`src/design/plt_ram.sv`:
```
`timescale 1ns / 1ps
`default_nettype none
// ----------------------------------------------------------------------------
// Ping link test statistics RAM
// One write port and two registered read ports, with per-entry valid bits
// that clear at once and a bypass of the write that lands with a read.
// ----------------------------------------------------------------------------
module plt_ram #(
    parameter int DEPTH  = 2,
    parameter int WIDTH  = 32,
    parameter int ADDR_W = (DEPTH > 1) ? $clog2(DEPTH) : 1
) (
    input  wire logic              i_clk,
    input  wire logic              i_rst_n,
    input  wire logic              i_clear,
    input  wire logic              i_we,
    input  wire logic [ADDR_W-1:0] i_waddr,
    input  wire logic [WIDTH-1:0]  i_wdata,
    input  wire logic              i_re,
    input  wire logic [ADDR_W-1:0] i_raddr_a,
    input  wire logic [ADDR_W-1:0] i_raddr_b,
    output logic      [WIDTH-1:0]  o_rdata_a,
    output logic      [WIDTH-1:0]  o_rdata_b
);
    logic [WIDTH-1:0]  mem [DEPTH];
    logic [DEPTH-1:0]  r_valid;
    logic [WIDTH-1:0]  r_q_a;
    logic [WIDTH-1:0]  r_q_b;
    logic [ADDR_W-1:0] r_addr_a;
    logic [ADDR_W-1:0] r_addr_b;
    logic              r_fw_valid;
    logic [ADDR_W-1:0] r_fw_addr;
    logic [WIDTH-1:0]  r_fw_data;

    always_ff @(posedge i_clk) begin
        if (i_we) begin
            mem[i_waddr] <= i_wdata;
        end
        if (i_re) begin
            r_q_a <= mem[i_raddr_a];
            r_q_b <= mem[i_raddr_b];
            r_addr_a <= i_raddr_a;
            r_addr_b <= i_raddr_b;
            r_fw_addr <= i_waddr;
            r_fw_data <= i_wdata;
        end
    end

    always_ff @(posedge i_clk) begin
        if (!i_rst_n) begin
            r_valid <= '0;
            r_fw_valid <= 1'b0;
        end else begin
            if (i_clear) begin
                r_valid <= '0;
            end else if (i_we) begin
                r_valid[i_waddr] <= 1'b1;
            end
            if (i_re) begin
                r_fw_valid <= i_we;
            end
        end
    end

    always_comb begin
        if (!r_valid[r_addr_a]) begin
            o_rdata_a = '0;
        end else if (r_fw_valid && r_fw_addr == r_addr_a) begin
            o_rdata_a = r_fw_data;
        end else begin
            o_rdata_a = r_q_a;
        end
        if (!r_valid[r_addr_b]) begin
            o_rdata_b = '0;
        end else if (r_fw_valid && r_fw_addr == r_addr_b) begin
            o_rdata_b = r_fw_data;
        end else begin
            o_rdata_b = r_q_b;
        end
    end
endmodule
`default_nettype wire

```
`config.mk`:
```
export PLATFORM = sky130hd
export DESIGN_NAME = plt_ram
export DESIGN_NICKNAME = d
export VERILOG_FILES = /design/src/design/plt_ram.sv
export SDC_FILE = /design/constraint.sdc
export NUM_CORES = 1
export LEC_CHECK = 0
export BUFFER_PORTS_ARGS = -buffer_cell sky130_fd_sc_hd__buf_2
export CAP_MARGIN = 30
export CORE_MARGIN = 3
export CORE_UTILIZATION = 45
export DETAILED_ROUTE_END_ITERATION = 10
export GPL_ROUTABILITY_DRIVEN = 0
export PLACE_DENSITY = 0.65
export SLEW_MARGIN = 20
export SYNTH_ARGS = -nofsm -noshare
export SYNTH_HDL_FRONTEND = slang
export SYNTH_SLANG_ARGS = --single-unit
```
`constraint.sdc`:
```
create_clock -name i_clk -period 2.77 [get_ports i_clk]
set_input_delay 0 -clock i_clk [delete_from_list [all_inputs] [get_ports i_clk]]
set_output_delay 0 -clock i_clk [all_outputs]
set_load 0.1 [all_outputs]
```
==> results by group <==
Pwr
  • Switching Share: 24.35%
  • Combinational cell fraction of total power: 11.8%
  • Net Sw Power: 0.001504 W
  • Cell-internal power: 0.004673 W
  • Clock power share: 38.8%
  • Power Density: 694.2 nW/um^2
  • Worst VDD drop: 0.4964 mV
  • Sequential power share: 49.4%
  • Pleak: 3.248 nW

Floorplanning
  • Die height: 133.3 um
  • Die area: 17,760 sq um
  • Die X: 133.3 um
  • Area of the core: 15,540 sq um
  • I/O Pins: 104
  • Initial core utilization: 46.89%
  • Row Count: 45

Timing
  • Final period util: 88.46%
  • Final Setup Violations: 0
  • Max Clock Freq: 408.1 MHz
  • Tmin final: 2.450 ns
  • Worst-margin pin slew: 0.9471 ns
  • Final Skew: 0.003700 ns
  • Final hold viol count: 0
  • Final max-slew violation count: 0
  • TNS Setup: 0 ns
  • RSZ-0062 raised after global routing: no
  • Slew Limit Headroom: 36.86%

Worst setup path
  • CP Capture Type: primary output
  • R2R depth: 4
  • Critical path's top delay family: buffers and inverters
  • Worst R2R Setup Slack: 1.18 ns
  • Crit path cell chain: xnor2_4 > buf_4 > nand4_1 > o21ai_2 > buf_2
  • Biggest cell delay along the critical path: 0.53 ns
  • Setup crit start kind: flop
  • Crit Path Category: reg -> out
  • Crit-path max FO: 24
  • Worst EP arrival: 2.45 ns
  • Req. time, crit path: 2.77 ns
  • Capturing point of the worst reg2reg path: r_fw_valid
  • Slowest CP cell: edfxtp_1
  • Reg2reg start: r_fw_valid
  • Buf/Inv on CP: 2

Hold path
  • Hold worst-path end: r_q_b[1]
  • Hold Startpoint: i_raddr_b
  • Worst hold path class: in -> reg
  • Hold Path Depth: 2

Cells and area
  • Layout area overhead: 22.12%
  • Design area: 8899 sq um
  • ANT cells: 0
  • Share of layout cells above drive strength 1: 43.64%
  • Final std cells w/o fill: 832
  • # nets final: 648

Placed design
  • DP Cell Count: 762
  • DP Area: 7914 sq um
  • I/O Buffers: 103
  • Final HPWL DP: 9.668 mm

Synth
  • Dominant cell type by area after synthesis: edfxtp_1
  • Share of the synthesized area in the top cell type: 67.17%
  • Top post-synthesis cells by area: edfxtp_1 67%, mux2_2 9.3%, o21ai_2 7.2%, nand4_1 5.5%, nand2_1 3.3%
  • Mapped Area: 7287 sq um
  • Mapped Nets: 518
  • Seq cells post-synth: 166
  • Post-Synthesis Cells: 478
  • Netlist cell types: 23
  • Syn. warnings: 0
  • Post-Syn Area per Cell: 15.24 sq um
  • Sequential-to-total area share from yosys stat: 67.99%

Outcome
  • Status: complete, no violations

CTS
  • TritonCTS clock tree: built
  • Clk root buf: clkbuf_16
  • H-tree depth: 4
  • CTS buffer count: 17
  • CTS Sinks: 166
  • Clock Latency Late Sink: 0.42 ns
  • Maximum clock path buffer count: 2
  • Clk pin slew, worst setup/hold paths: 0.06 ns
  • Post-CTS Setup Bufs: 0

Route
  • Remaining antenna violation count after routing: 0
  • Vias: 4,645
  • Routed WL: 16.58 mm
  • Starting DRT DRC Count: 338
  • Routed vias/inst: 5.583
  • WL/cell: 19.92 um
  • Initial DRT Pass Iterations: 4
  • Drt drc: 0

Global routing
  • First-pass GRT wire length: 25.91 mm
  • Vias in the first global route: 4,815
  • Remaining Overflow, GRT: 0
  • Largest net degree at the start of global routing: 65
  • Initial antenna violation count: 0
  • Total GRT Usage: 19.12%

Flow run
  • Max_cap viols: 0
[cells in the mapped netlist, drive strengths merged]
cell type / instances
and2: 3
clkbuf: 8
buf: 30
o21ai: 64
xnor2: 2
edfxtp: 163
nand2b: 1
dlymetal6s2s: 3
mux2: 66
dfxtp: 3
nor2: 4
mux2i: 1
nand2: 64
nor2b: 2
nand4: 64
[metrics by stage]
| step | hold WS [ns] | power (W) | setup slack [ns] | utilization, % |
|---|---|---|---|---|
| after floorplan | 0.09887 | 0.003585 | 0.5615 | - |
| after global placement | 0.2020 | 0.003769 | 0.8314 | 50.93 |
| after detailed placement | 0.2074 | 0.003794 | 0.7522 | 50.93 |
| after CTS | 0.3012 | 0.006217 | 0.2923 | 57.13 |
| after global routing | 0.1086 | 0.006378 | 0.2071 | 57.26 |
| final | 0.1155 | 0.006178 | 0.3196 | 57.26 |
[what timing repair did]
| action | in CTS | in global routing |
|---|---|---|
| endpoints found under the hold margin | 120 | 0 |
| resized for setup | 0 | 0 |
| hold buffers | 37 | 0 |
| endpoints found under the setup margin | 0 | 0 |
[layout make-up]
class / count / area [sq um]
clock inverters: 13 / 161.4
repair buffers: 152 / 1016
clock buffers: 19 / 432.9
fillers: 1295 / 6641
multi-input cells: 271 / 2068
well taps: 211 / 264.0
flip-flops and latches: 166 / 4956
[cells by family after synthesis]
logic type                count (synthesis)  synth area share, %
DFF                                     166                67.99
and+or+nand+nor                         138                9.581
AOI/OAI and AO/OA                        64                7.486
buffers and inverters                    41                4.052
xor gates and xnor gates                  2               0.4464
muxes                                    67                10.44
[worst max-delay path by stage]
stage               from            end  depth (start not counted)
2_1_floorplan  r_fw_addr   o_rdata_b[0]                          3
5_1_grt         r_addr_a  o_rdata_a[20]                          4
6_report       r_fw_addr  o_rdata_a[20]                          5
4_1_cts         r_addr_a   o_rdata_a[8]                          4
3_5_place_dp    r_addr_a   o_rdata_a[8]                          4
3_3_place_gp   r_fw_addr   o_rdata_a[0]                          4
[placed cells by master (no fill, tap or decap)]
| master | count |
|---|---|
| edfxtp_1 | 163 |
| buf_2 | 102 |
| nand2_1 | 64 |
| nand4_1 | 64 |
| mux2_2 | 60 |
| o21ai_2 | 60 |
| dlygate4sd3_1 | 37 |
| clkbuf_16 | 17 |
| buf_4 | 10 |
| clkinv_2 | 6 |
| mux2_1 | 4 |
| o21ai_1 | 4 |
| nor2_1 | 4 |
| bufinv_16 | 4 |
| clkinv_1 | 3 |
| buf_12 | 3 |
| xnor2_4 | 2 |
| and2_4 | 2 |
| mux2_4 | 2 |
| clkbuf_1 | 2 |
| dfxtp_1 | 2 |
| nor2b_4 | 1 |
| and2_2 | 1 |
| nand2b_1 | 1 |
| mux2i_1 | 1 |
| nor2b_1 | 1 |
| dfxtp_2 | 1 |
[power groups by stage]
stage,Sequential [W],Clock (W),Combinational (W)
after floorplan,0.00308,0,0.000509
after global placement,0.00309,0,0.000677
after detailed placement,0.00310,0,0.000691
after CTS,0.00305,0.00243,0.000734
after global routing,0.00307,0.00254,0.000773
final,0.00305,0.00239,0.000732
[state kept, by name, summed over array words and instances, names as in the netlist]
name,flops
mem,64
r_addr_a,1
r_addr_b,1
r_fw_addr,1
r_fw_data,32
r_fw_valid,1
r_q_a,32
r_q_b,32
r_valid,2
[metal layers]
layer | GRT usage, % | vias up | share of wire, %
met5 | 0 | - | 0
met4 | 7.086 | 0 | 1.9
met3 | 3.852 | 27 | 5.2
met2 | 32.79 | 146 | 51
met1 | 24.12 | 2350 | 41
li1 | - | 2122 | -
Power figures use the tool's default switching activity.
